<file path="src/sv/stack_queue_opcode_engine_macros.svh">
// ----------------------------------------------------------------------------
// stack queue opcode engine assertion macros
// shared assertion shorthands clocked on clk; SQOE_ASSERT is disabled while arst_n is low
// ----------------------------------------------------------------------------
`ifndef STACK_QUEUE_OPCODE_ENGINE_MACROS_SVH
`define STACK_QUEUE_OPCODE_ENGINE_MACROS_SVH

// checked outside reset
`define SQOE_ASSERT(label, prop, msg) \
	label: assert property (@(posedge clk) disable iff (!arst_n) prop) else $error(msg);

// checked at every edge, reset included
`define SQOE_ASSERT_ALWAYS(label, prop, msg) \
	label: assert property (@(posedge clk) prop) else $error(msg);

`endif

</file>
<file path="src/sv/sqoe_pkg.sv">
// ----------------------------------------------------------------------------
// sqoe_pkg
// types, constants and helpers shared by the stack queue opcode engine
// ----------------------------------------------------------------------------
package sqoe_pkg;

	localparam int DEPTH    = 32;
	localparam int SLOT_W   = $clog2(DEPTH);
	localparam int CNT_W    = $clog2(DEPTH + 1);
	localparam int VALUE_W  = 32;
	localparam int LINE_W   = 16;
	localparam int STATUS_W = 3;
	localparam int QDEPTH   = 2;
	localparam int Q_PTR_W  = $clog2(QDEPTH);
	localparam int Q_CNT_W  = $clog2(QDEPTH + 1);

	typedef enum logic [1:0] {
		OP_PUSH  = 2'd0,
		OP_PRINT = 2'd1,
		OP_PEEK  = 2'd2,
		OP_SWAP  = 2'd3
	} op_t;

	typedef enum logic [STATUS_W-1:0] {
		STAT_VALUE = 3'd0,
		STAT_DONE  = 3'd1,
		STAT_EMPTY = 3'd2,
		STAT_SHORT = 3'd3,
		STAT_FULL  = 3'd4
	} status_t;

	typedef enum logic [2:0] {
		BK_IDLE,
		BK_PEEK,
		BK_PRINT,
		BK_SWAP_A,
		BK_SWAP_B,
		BK_SWAP_W
	} bk_state_t;

	typedef struct packed {
		op_t                       op;
		logic signed [VALUE_W-1:0] value;
		logic        [LINE_W-1:0]  line;
	} cmd_t;

	// head of the command queue as seen by the back end
	typedef struct packed {
		logic valid;
		cmd_t cmd;
	} queue_head_t;

	// slot of the entry that sits b places below slot a, circular
	function automatic logic [SLOT_W-1:0] slot_add(input logic [SLOT_W-1:0] a,
	                                               input logic [CNT_W-1:0] b);
		logic [CNT_W:0] s;
		s = (CNT_W+1)'(a) + (CNT_W+1)'(b);
		if (s >= (CNT_W+1)'(DEPTH)) begin
			s = s - (CNT_W+1)'(DEPTH);
		end
		return s[SLOT_W-1:0];
	endfunction

	// slot just above slot a, circular
	function automatic logic [SLOT_W-1:0] slot_dec(input logic [SLOT_W-1:0] a);
		logic [SLOT_W-1:0] r;
		if (a == '0) begin
			r = SLOT_W'(DEPTH - 1);
		end else begin
			r = a - 1'b1;
		end
		return r;
	endfunction

endpackage

</file>
<file path="src/sv/sqoe_ram.sv">
// ----------------------------------------------------------------------------
// sqoe_ram
// generic single write, single read memory with registered read data
// ----------------------------------------------------------------------------
module sqoe_ram #(
	parameter int WIDTH = 32,
	parameter int DEPTH = 32
) (
	input  logic                     clk,
	input  logic                     we,
	input  logic [$clog2(DEPTH)-1:0] waddr,
	input  logic [WIDTH-1:0]         wdata,
	input  logic                     re,
	input  logic [$clog2(DEPTH)-1:0] raddr,
	output logic [WIDTH-1:0]         rdata
);

	logic [WIDTH-1:0] mem_q [DEPTH];

	always_ff @(posedge clk) begin
		if (we) begin
			mem_q[waddr] <= wdata;
		end
	end

	// read data holds until the next read
	always_ff @(posedge clk) begin
		if (re) begin
			rdata <= mem_q[raddr];
		end
	end

endmodule

</file>
<file path="src/sv/sqoe_front.sv">
// ----------------------------------------------------------------------------
// sqoe_front
// accepts opcode requests, decodes them and holds them in a short queue
// ----------------------------------------------------------------------------
`include "stack_queue_opcode_engine_macros.svh"

module sqoe_front (
	input  logic                                 clk,
	input  logic                                 arst_n,
	input  logic                                 op_valid,
	output logic                                 op_ready,
	input  logic [1:0]                           operation,
	input  logic signed [sqoe_pkg::VALUE_W-1:0]  push_value,
	input  logic [sqoe_pkg::LINE_W-1:0]          source_line,
	output sqoe_pkg::queue_head_t                head,
	input  logic                                 pop
);

	sqoe_pkg::cmd_t                      slot_q [sqoe_pkg::QDEPTH];
	logic [sqoe_pkg::Q_PTR_W-1:0]        wr_ptr_q;
	logic [sqoe_pkg::Q_PTR_W-1:0]        rd_ptr_q;
	logic [sqoe_pkg::Q_CNT_W-1:0]        cnt_q;
	logic                                push;
	logic                                take;
	sqoe_pkg::cmd_t                      new_cmd;

	assign op_ready = (cnt_q != sqoe_pkg::Q_CNT_W'(sqoe_pkg::QDEPTH));
	assign push     = op_valid && op_ready;
	assign take     = pop && (cnt_q != '0);

	// decode the opcode field into the command type
	always_comb begin
		new_cmd.op    = sqoe_pkg::op_t'(operation);
		new_cmd.value = push_value;
		new_cmd.line  = source_line;
	end

	assign head.valid = (cnt_q != '0);
	assign head.cmd   = slot_q[rd_ptr_q];

	always_ff @(posedge clk) begin
		if (push) begin
			slot_q[wr_ptr_q] <= new_cmd;
		end
	end

	always_ff @(posedge clk or negedge arst_n) begin
		if (!arst_n) begin
			wr_ptr_q <= '0;
			rd_ptr_q <= '0;
			cnt_q    <= '0;
		end else begin
			if (push) begin
				if (wr_ptr_q == sqoe_pkg::Q_PTR_W'(sqoe_pkg::QDEPTH - 1)) begin
					wr_ptr_q <= '0;
				end else begin
					wr_ptr_q <= wr_ptr_q + 1'b1;
				end
			end
			if (take) begin
				if (rd_ptr_q == sqoe_pkg::Q_PTR_W'(sqoe_pkg::QDEPTH - 1)) begin
					rd_ptr_q <= '0;
				end else begin
					rd_ptr_q <= rd_ptr_q + 1'b1;
				end
			end
			if (push && !take) begin
				cnt_q <= cnt_q + 1'b1;
			end else if (take && !push) begin
				cnt_q <= cnt_q - 1'b1;
			end
		end
	end

	`SQOE_ASSERT(a_queue_no_overflow, (cnt_q <= sqoe_pkg::Q_CNT_W'(sqoe_pkg::QDEPTH)), "command queue overflow")

endmodule

</file>
<file path="src/sv/sqoe_back.sv">
// ----------------------------------------------------------------------------
// sqoe_back
// carries out queued commands on the entry store and registers the results
// ----------------------------------------------------------------------------
`include "stack_queue_opcode_engine_macros.svh"

module sqoe_back (
	input  logic                                 clk,
	input  logic                                 arst_n,
	input  logic                                 queue_mode,
	input  sqoe_pkg::queue_head_t                head,
	output logic                                 pop,
	output logic                                 res_valid,
	input  logic                                 res_ready,
	output logic signed [sqoe_pkg::VALUE_W-1:0]  read_value,
	output logic [sqoe_pkg::STATUS_W-1:0]        status,
	output logic                                 last_of_run,
	output logic [sqoe_pkg::LINE_W-1:0]          error_line
);

	sqoe_pkg::bk_state_t             state_q, state_d;
	logic [sqoe_pkg::SLOT_W-1:0]     top_q, top_d;
	logic [sqoe_pkg::CNT_W-1:0]      count_q, count_d;
	logic [sqoe_pkg::SLOT_W-1:0]     k_q, k_d;
	logic [sqoe_pkg::LINE_W-1:0]     line_q, line_d;
	logic [sqoe_pkg::VALUE_W-1:0]    tmp_q;
	logic                            tmp_load;

	logic                            ram_we;
	logic [sqoe_pkg::SLOT_W-1:0]     ram_waddr;
	logic [sqoe_pkg::VALUE_W-1:0]    ram_wdata;
	logic                            ram_re;
	logic [sqoe_pkg::SLOT_W-1:0]     ram_raddr;
	logic [sqoe_pkg::VALUE_W-1:0]    ram_rdata;

	logic                            out_free;
	logic                            emit;
	logic [sqoe_pkg::VALUE_W-1:0]    emit_value;
	sqoe_pkg::status_t               emit_status;
	logic                            emit_last;
	logic [sqoe_pkg::LINE_W-1:0]     emit_line;

	logic                            res_valid_q;
	logic signed [sqoe_pkg::VALUE_W-1:0] value_q;
	logic [sqoe_pkg::STATUS_W-1:0]   status_q;
	logic                            last_q;
	logic [sqoe_pkg::LINE_W-1:0]     eline_q;
	logic                            print_last;

	sqoe_ram #(
		.WIDTH(sqoe_pkg::VALUE_W),
		.DEPTH(sqoe_pkg::DEPTH)
	) u_store (
		.clk  (clk),
		.we   (ram_we),
		.waddr(ram_waddr),
		.wdata(ram_wdata),
		.re   (ram_re),
		.raddr(ram_raddr),
		.rdata(ram_rdata)
	);

	assign out_free   = !res_valid_q || res_ready;
	assign print_last = (sqoe_pkg::CNT_W'(k_q) + sqoe_pkg::CNT_W'(1)) == count_q;

	always_comb begin
		state_d     = state_q;
		top_d       = top_q;
		count_d     = count_q;
		k_d         = k_q;
		line_d      = line_q;
		tmp_load    = 1'b0;
		pop         = 1'b0;
		ram_we      = 1'b0;
		ram_waddr   = top_q;
		ram_wdata   = ram_rdata;
		ram_re      = 1'b0;
		ram_raddr   = top_q;
		emit        = 1'b0;
		emit_value  = '0;
		emit_status = sqoe_pkg::STAT_DONE;
		emit_last   = 1'b1;
		emit_line   = line_q;
		case (state_q)
			sqoe_pkg::BK_IDLE: begin
				if (head.valid && out_free) begin
					pop       = 1'b1;
					line_d    = head.cmd.line;
					emit_line = head.cmd.line;
					case (head.cmd.op)
						sqoe_pkg::OP_PUSH: begin
							emit = 1'b1;
							if (count_q == sqoe_pkg::CNT_W'(sqoe_pkg::DEPTH)) begin
								emit_status = sqoe_pkg::STAT_FULL;
							end else begin
								ram_we    = 1'b1;
								ram_wdata = head.cmd.value;
								count_d   = count_q + 1'b1;
								if (count_q == '0) begin
									ram_waddr = top_q;
								end else if (queue_mode) begin
									ram_waddr = sqoe_pkg::slot_add(top_q, count_q);
								end else begin
									ram_waddr = sqoe_pkg::slot_dec(top_q);
									top_d     = sqoe_pkg::slot_dec(top_q);
								end
							end
						end
						sqoe_pkg::OP_PRINT: begin
							if (count_q == '0) begin
								emit = 1'b1;
							end else begin
								ram_re  = 1'b1;
								k_d     = '0;
								state_d = sqoe_pkg::BK_PRINT;
							end
						end
						sqoe_pkg::OP_PEEK: begin
							if (count_q == '0) begin
								emit        = 1'b1;
								emit_status = sqoe_pkg::STAT_EMPTY;
							end else begin
								ram_re  = 1'b1;
								state_d = sqoe_pkg::BK_PEEK;
							end
						end
						sqoe_pkg::OP_SWAP: begin
							if (count_q < sqoe_pkg::CNT_W'(2)) begin
								emit        = 1'b1;
								emit_status = sqoe_pkg::STAT_SHORT;
							end else begin
								ram_re  = 1'b1;
								state_d = sqoe_pkg::BK_SWAP_A;
							end
						end
						default: begin
							pop = 1'b0;
						end
					endcase
				end
			end
			sqoe_pkg::BK_PEEK: begin
				if (out_free) begin
					emit        = 1'b1;
					emit_value  = ram_rdata;
					emit_status = sqoe_pkg::STAT_VALUE;
					state_d     = sqoe_pkg::BK_IDLE;
				end
			end
			sqoe_pkg::BK_PRINT: begin
				if (out_free) begin
					emit        = 1'b1;
					emit_value  = ram_rdata;
					emit_status = sqoe_pkg::STAT_VALUE;
					emit_last   = print_last;
					if (print_last) begin
						state_d = sqoe_pkg::BK_IDLE;
					end else begin
						ram_re    = 1'b1;
						ram_raddr = sqoe_pkg::slot_add(top_q,
							sqoe_pkg::CNT_W'(k_q) + sqoe_pkg::CNT_W'(1));
						k_d       = k_q + 1'b1;
					end
				end
			end
			sqoe_pkg::BK_SWAP_A: begin
				// top entry in hand, fetch the one below
				tmp_load  = 1'b1;
				ram_re    = 1'b1;
				ram_raddr = sqoe_pkg::slot_add(top_q, sqoe_pkg::CNT_W'(1));
				state_d   = sqoe_pkg::BK_SWAP_B;
			end
			sqoe_pkg::BK_SWAP_B: begin
				ram_we    = 1'b1;
				ram_waddr = top_q;
				ram_wdata = ram_rdata;
				state_d   = sqoe_pkg::BK_SWAP_W;
			end
			sqoe_pkg::BK_SWAP_W: begin
				if (out_free) begin
					ram_we    = 1'b1;
					ram_waddr = sqoe_pkg::slot_add(top_q, sqoe_pkg::CNT_W'(1));
					ram_wdata = tmp_q;
					emit      = 1'b1;
					state_d   = sqoe_pkg::BK_IDLE;
				end
			end
			default: begin
				state_d = sqoe_pkg::BK_IDLE;
			end
		endcase
	end

	always_ff @(posedge clk or negedge arst_n) begin
		if (!arst_n) begin
			state_q     <= sqoe_pkg::BK_IDLE;
			top_q       <= '0;
			count_q     <= '0;
			k_q         <= '0;
			res_valid_q <= 1'b0;
		end else begin
			state_q <= state_d;
			top_q   <= top_d;
			count_q <= count_d;
			k_q     <= k_d;
			if (emit) begin
				res_valid_q <= 1'b1;
			end else if (res_ready) begin
				res_valid_q <= 1'b0;
			end
		end
	end

	always_ff @(posedge clk) begin
		line_q <= line_d;
		if (tmp_load) begin
			tmp_q <= ram_rdata;
		end
		if (emit) begin
			value_q  <= emit_value;
			status_q <= emit_status;
			last_q   <= emit_last;
			eline_q  <= emit_line;
		end
	end

	assign res_valid   = res_valid_q;
	assign read_value  = value_q;
	assign status      = status_q;
	assign last_of_run = last_q;
	assign error_line  = eline_q;

	`SQOE_ASSERT(a_count_bounded, (count_q <= sqoe_pkg::CNT_W'(sqoe_pkg::DEPTH)), "entry count above depth")
	`SQOE_ASSERT(a_count_grows_by_one, (count_q != $past(count_q)) |-> (count_q == $past(count_q) + 1'b1), "entry count changed other than by one push")
	`SQOE_ASSERT(a_pop_only_idle, pop |-> (state_q == sqoe_pkg::BK_IDLE), "queue popped while a command is running")
	`SQOE_ASSERT(a_no_write_on_read, (state_q == sqoe_pkg::BK_PRINT || state_q == sqoe_pkg::BK_PEEK) |-> !ram_we, "store written during print or peek")

endmodule

</file>
<file path="src/sv/stack_queue_opcode_engine.sv">
// ----------------------------------------------------------------------------
// stack_queue_opcode_engine
// bounded stack or queue store driven by push, print all, peek and swap opcodes
// ----------------------------------------------------------------------------
//  channel   direction  handshake                 payload
//  op        in         op_valid / op_ready       operation, push_value, source_line
//  res       out        res_valid / res_ready     read_value, status, last_of_run, error_line
//  cfg       in         cfg_write_en              cfg_write_data (queue_mode)
//
//  a request passes the two entry command queue, then the back end answers a push
//  or any error from idle, a peek after one store read, a swap after two reads and
//  two writes, and a print all with one store read per entry; the store has one read port
//  arst_n clears the store to empty, top slot to zero and stack mode; store
//  words are only read after a push wrote them, so there is no clearing pass
//  a stalled result register holds the back end while the front fills its queue
// ----------------------------------------------------------------------------
module stack_queue_opcode_engine (
	input  logic                                 clk,
	input  logic                                 arst_n,
	// configuration
	input  logic                                 cfg_write_en,
	input  logic                                 cfg_write_data,
	// opcode requests
	input  logic                                 op_valid,
	output logic                                 op_ready,
	input  logic [1:0]                           operation,
	input  logic signed [sqoe_pkg::VALUE_W-1:0]  push_value,
	input  logic [sqoe_pkg::LINE_W-1:0]          source_line,
	// results
	output logic                                 res_valid,
	input  logic                                 res_ready,
	output logic signed [sqoe_pkg::VALUE_W-1:0]  read_value,
	output logic [sqoe_pkg::STATUS_W-1:0]        status,
	output logic                                 last_of_run,
	output logic [sqoe_pkg::LINE_W-1:0]          error_line
);

	// 0 pushes on top, 1 appends below the bottom entry
	logic                  queue_mode_q;
	// queue head and pop strobe between front and back
	sqoe_pkg::queue_head_t head;
	logic                  pop;

	always_ff @(posedge clk or negedge arst_n) begin
		if (!arst_n) begin
			queue_mode_q <= 1'b0;
		end else if (cfg_write_en) begin
			queue_mode_q <= cfg_write_data;
		end
	end

	// front: accept and decode requests into the command queue
	sqoe_front u_front (
		.clk        (clk),
		.arst_n     (arst_n),
		.op_valid   (op_valid),
		.op_ready   (op_ready),
		.operation  (operation),
		.push_value (push_value),
		.source_line(source_line),
		.head       (head),
		.pop        (pop)
	);

	// back: run commands against the entry store, one result register
	sqoe_back u_back (
		.clk        (clk),
		.arst_n     (arst_n),
		.queue_mode (queue_mode_q),
		.head       (head),
		.pop        (pop),
		.res_valid  (res_valid),
		.res_ready  (res_ready),
		.read_value (read_value),
		.status     (status),
		.last_of_run(last_of_run),
		.error_line (error_line)
	);

endmodule

</file>
<file path="config.mk">
export PLATFORM = sky130hd
export DESIGN_NAME = stack_queue_opcode_engine
export DESIGN_NICKNAME = d
export VERILOG_FILES = /design/src/sv/sqoe_pkg.sv /design/src/sv/sqoe_ram.sv /design/src/sv/sqoe_front.sv /design/src/sv/sqoe_back.sv /design/src/sv/stack_queue_opcode_engine.sv
export VERILOG_INCLUDE_DIRS = /design/src /design/src/sv
export SDC_FILE = /design/constraint.sdc
export NUM_CORES = 2
export LEC_CHECK = 0
export BUFFER_PORTS_ARGS = -buffer_cell sky130_fd_sc_hd__buf_4
export CAP_MARGIN = 25
export CORE_AREA = 2 2 324 326
export CTS_CLUSTER_DIAMETER = 80
export DETAILED_ROUTE_END_ITERATION = 16
export DIE_AREA = 0 0 326 328
export PLACE_DENSITY = 0.72
export SLEW_MARGIN = 0
export SYNTH_ARGS = -nofsm -noshare
export SYNTH_HDL_FRONTEND = slang
export SYNTH_SLANG_ARGS = --single-unit
</file>
<file path="constraint.sdc">
create_clock -name clk -period 5.35 [get_ports clk]
set_clock_uncertainty 0.2 [all_clocks]
set_input_delay 1.07 -clock clk [delete_from_list [all_inputs] [get_ports clk]]
set_output_delay 1.07 -clock clk [all_outputs]
set_load 0.05 [all_outputs]
</file>
==> results.toml <==
[outcome]
run_status = "finished clean"

[sta]
rsz0062_at_grt = "false"
period_needed_ns = 4.621
fin_crit_sh_pct = 86.38
tns_ns = 0
finalHoldViolations = 0
max_freq_ghz = 0.2164
worstMarginPinSlew_ns = 1.092
finalSetupViolations = 0
slew_headroom_pct = 27.22
final_max_slew_viol_count = 0

[critical_path]
arrival_ns = 4.85
endpoint_kind = "flop"
reg2reg_to = "u_back.u_store.rdata[20]"
crit_required_ns = 5.57
worstSetupStartpointType = "flop"
r2r_slack_ns = 0.73
cp_max_fo = 14
r2r_start = "u_back.k_q[0]"
critPathKind = "reg2reg"
r2r_cells = 13

[yosys]
synth_nets = 3242
async_flop_share_pct = 1.952
ys_seq_area_share_pct = 74.49
syn_area_um2 = 51260
synth_edf_count = 1240
synth_seq_cells = 1281
synth_cell_types = 64
synth_warnings = 0
synth_area_per_cell_um2 = 16.21
syn_inst = 3163
ys.flop_type = "edfxtp_1"

[clocking]
postCtsSetupBuffers = 0
clk_pin_slew_ns = 0.06
ctsHoldBuffers = 0
cts_htree_levels = 3
clockBufferDepth = 3
cts_buffers = 117
clock_latency_ns = 0.70
clock_sinks = 1281
cts_tree = "yes"
post_cts_resized = 0
ctsRootBufferMaster = "clkbuf_16"

[final_layout]
n_fill_cell = 7652
fin_nets = 3389
drive_gt1_share_pct = 13.95
diodes = 0
area_delta_synth_final_pct = 14.47
final_area_um2 = 58670

[global_route]
grt_pass1_vias = 29890
grt_max_degree = 128
antenna_found_initial = 2
track_usage_pct = 24.46
grt.overflow.total = 0
grt_pass1_wl_um = 195200

[job]
cap_viol_max_count = 0

[place]
dp_hpwl_um = 72180
place_area_um2 = 54950
port_buffers = 109
gp_congestion = 0.8478

[drt]
wirelength_um = 133100
viasPerCell = 6.361
vias = 30440
wl_per_cell_um = 27.82
dr.pass1.iters = 5
drt_iter0_drc = 3767
remaining_drc_errors = 0
drtAntennaViolNets = 0

[floorplanning]
initial_utilization_pct = 49.67
dieArea_um2 = 106900
num_io_pins = 110
die_x_um = 326
core_area_um2 = 103200
die_h_um = 328
core.rowCount = 118

[min_path]
hold_path_class = "in2async"
[registers in the layout (all words and copies together) (netlist names), 5 cells and up]
| name | cells |
|---|---|
| u_back.u_store.mem_q | 1024 |
| u_front.slot_q | 100 |
| u_back.read_value | 32 |
| u_back.tmp_q | 32 |
| u_back.u_store.rdata | 32 |
| u_back.error_line | 16 |
| u_back.line_q | 16 |
| u_back.count_q | 6 |
| u_back.k_q | 5 |
| u_back.top_q | 5 |
[layer usage]
metal | global-route usage [%] | vias up | share of wire (%)
li1 | - | 13020 | -
met3 | 4.324 | 284 | 9.3
met1 | 32.23 | 15420 | 39
met2 | 40.98 | 1709 | 49
met4 | 8.806 | 2 | 3.5
met5 | 0 | - | 0.011
[logic make-up after synthesis]
| kind of cell | count (synthesis) | share of synthesized area, % |
|---|---|---|
| buf+inv | 249 | 2.029 |
| mux | 340 | 6.647 |
| xor+xnor | 28 | 0.4931 |
| simple gates | 630 | 6.310 |
| fa+ha+maj | 23 | 0.5907 |
| flops | 1281 | 74.49 |
| compound gates | 612 | 9.440 |
[synth_stat cells, types with 4 or more instances]
master | number | area [um2]
nor2_1 | 89 | 334.1
nor2b_1 | 10 | 62.56
xnor2_1 | 20 | 175.2
nand2_1 | 200 | 750.7
a221oi_1 | 96 | 840.8
and3_1 | 195 | 1220
ha_1 | 21 | 262.8
a311o_1 | 65 | 650.6
mux2i_1 | 337 | 3373
nand2b_1 | 8 | 50.05
o21ai_0 | 38 | 190.2
a221o_1 | 32 | 320.3
a21o_1 | 4 | 30.03
or4_1 | 32 | 240.2
xor2_1 | 7 | 61.31
buf_6 | 10 | 112.6
dfrtp_1 | 25 | 625.6
or3_1 | 8 | 50.05
buf_1 | 13 | 48.80
a311oi_1 | 4 | 35.03
edfxtp_1 | 1240 | 37240
a21oi_1 | 54 | 270.3
inv_1 | 17 | 63.81
o21a_1 | 5 | 37.54
a211o_1 | 4 | 35.03
a2111o_1 | 31 | 349.1
or2_2 | 5 | 31.28
dfxtp_1 | 16 | 320.3
and2_1 | 36 | 225.2
o22ai_1 | 31 | 193.9
a2111oi_0 | 4 | 35.03
a211oi_1 | 220 | 1652
nor3_1 | 20 | 100.1
buf_2 | 24 | 120.1
clkbuf_1 | 185 | 694.4
nand3_1 | 14 | 70.07
[metrics by stage]
stage	setup slack, ns	utilization, %	instances	hold slack [ns]
final	0.7287	56.85	4785	0.07504
after global routing	0.5669	56.85	4785	0.08986
after CTS	0.7805	56.74	4780	0.05736
after detailed placement	0.7807	53.25	4566	0.2513
after global placement	0.8011	53.17	4563	0.2346
after floorplan	0.7109	-	3163	0.2266
[worst max path at each step]
stage | endpoint | slack [ns] | from | cells after the start
6_report | u_back.u_store.rdata[20] | 0.73 | u_back.k_q[0] | 13
2_1_floorplan | u_back.u_store.mem_q[28][0] | 0.71 | u_front.rd_ptr_q | 10
4_1_cts | u_back.u_store.rdata[20] | 0.78 | u_back.k_q[0] | 13
3_5_place_dp | u_back.u_store.rdata[15] | 0.78 | u_back.k_q[0] | 13
3_3_place_gp | u_back.u_store.rdata[0] | 0.80 | u_back.k_q[0] | 11
5_1_grt | u_back.u_store.rdata[19] | 0.57 | u_back.k_q[0] | 13
[placed cells by master (no fill, tap or decap), drive strengths merged, types with 65 or more instances in the layout]
cell type  synthesis  layout
a211oi           220     220
a221oi            96      96
a311o             65      65
and3             195     195
buf               47     259
clkbuf           185     156
edfxtp          1240    1240
mux2i            337     337
nand2            200     200
nor2              90      90
[cell type report]
class / instances / area (um2) / area share, %
Tap cell: 1380 / 1727 / 2.943
Inverter: 17 / 63.81 / 0.1088
Multi-Input combinational cell: 1633 / 12410 / 21.15
Sequential cell: 1281 / 38190 / 65.08
Clock inverter: 59 / 427.9 / 0.7293
Timing Repair Buffer: 260 / 2686 / 4.579
Clock buffer: 155 / 3173 / 5.408
[critical path, cell delays in order, from the launching register on]
cell       delay [ns]
dfrtp_1          0.43
ha_1             0.30
xor2_2           0.21
ha_1             0.32
nor2b_1          0.14
o21a_1           0.17
or3_1            0.39
a2111oi_2        0.44
a211o_1          0.30
nor3_1           0.10
nand2_1          0.46
buf_12           0.25
o22ai_1          0.12
or4_1            0.53
Power is left out: the tool's default activity adds up to more than one toggle a clock period on the data nets, which glitch-free logic cannot reach.
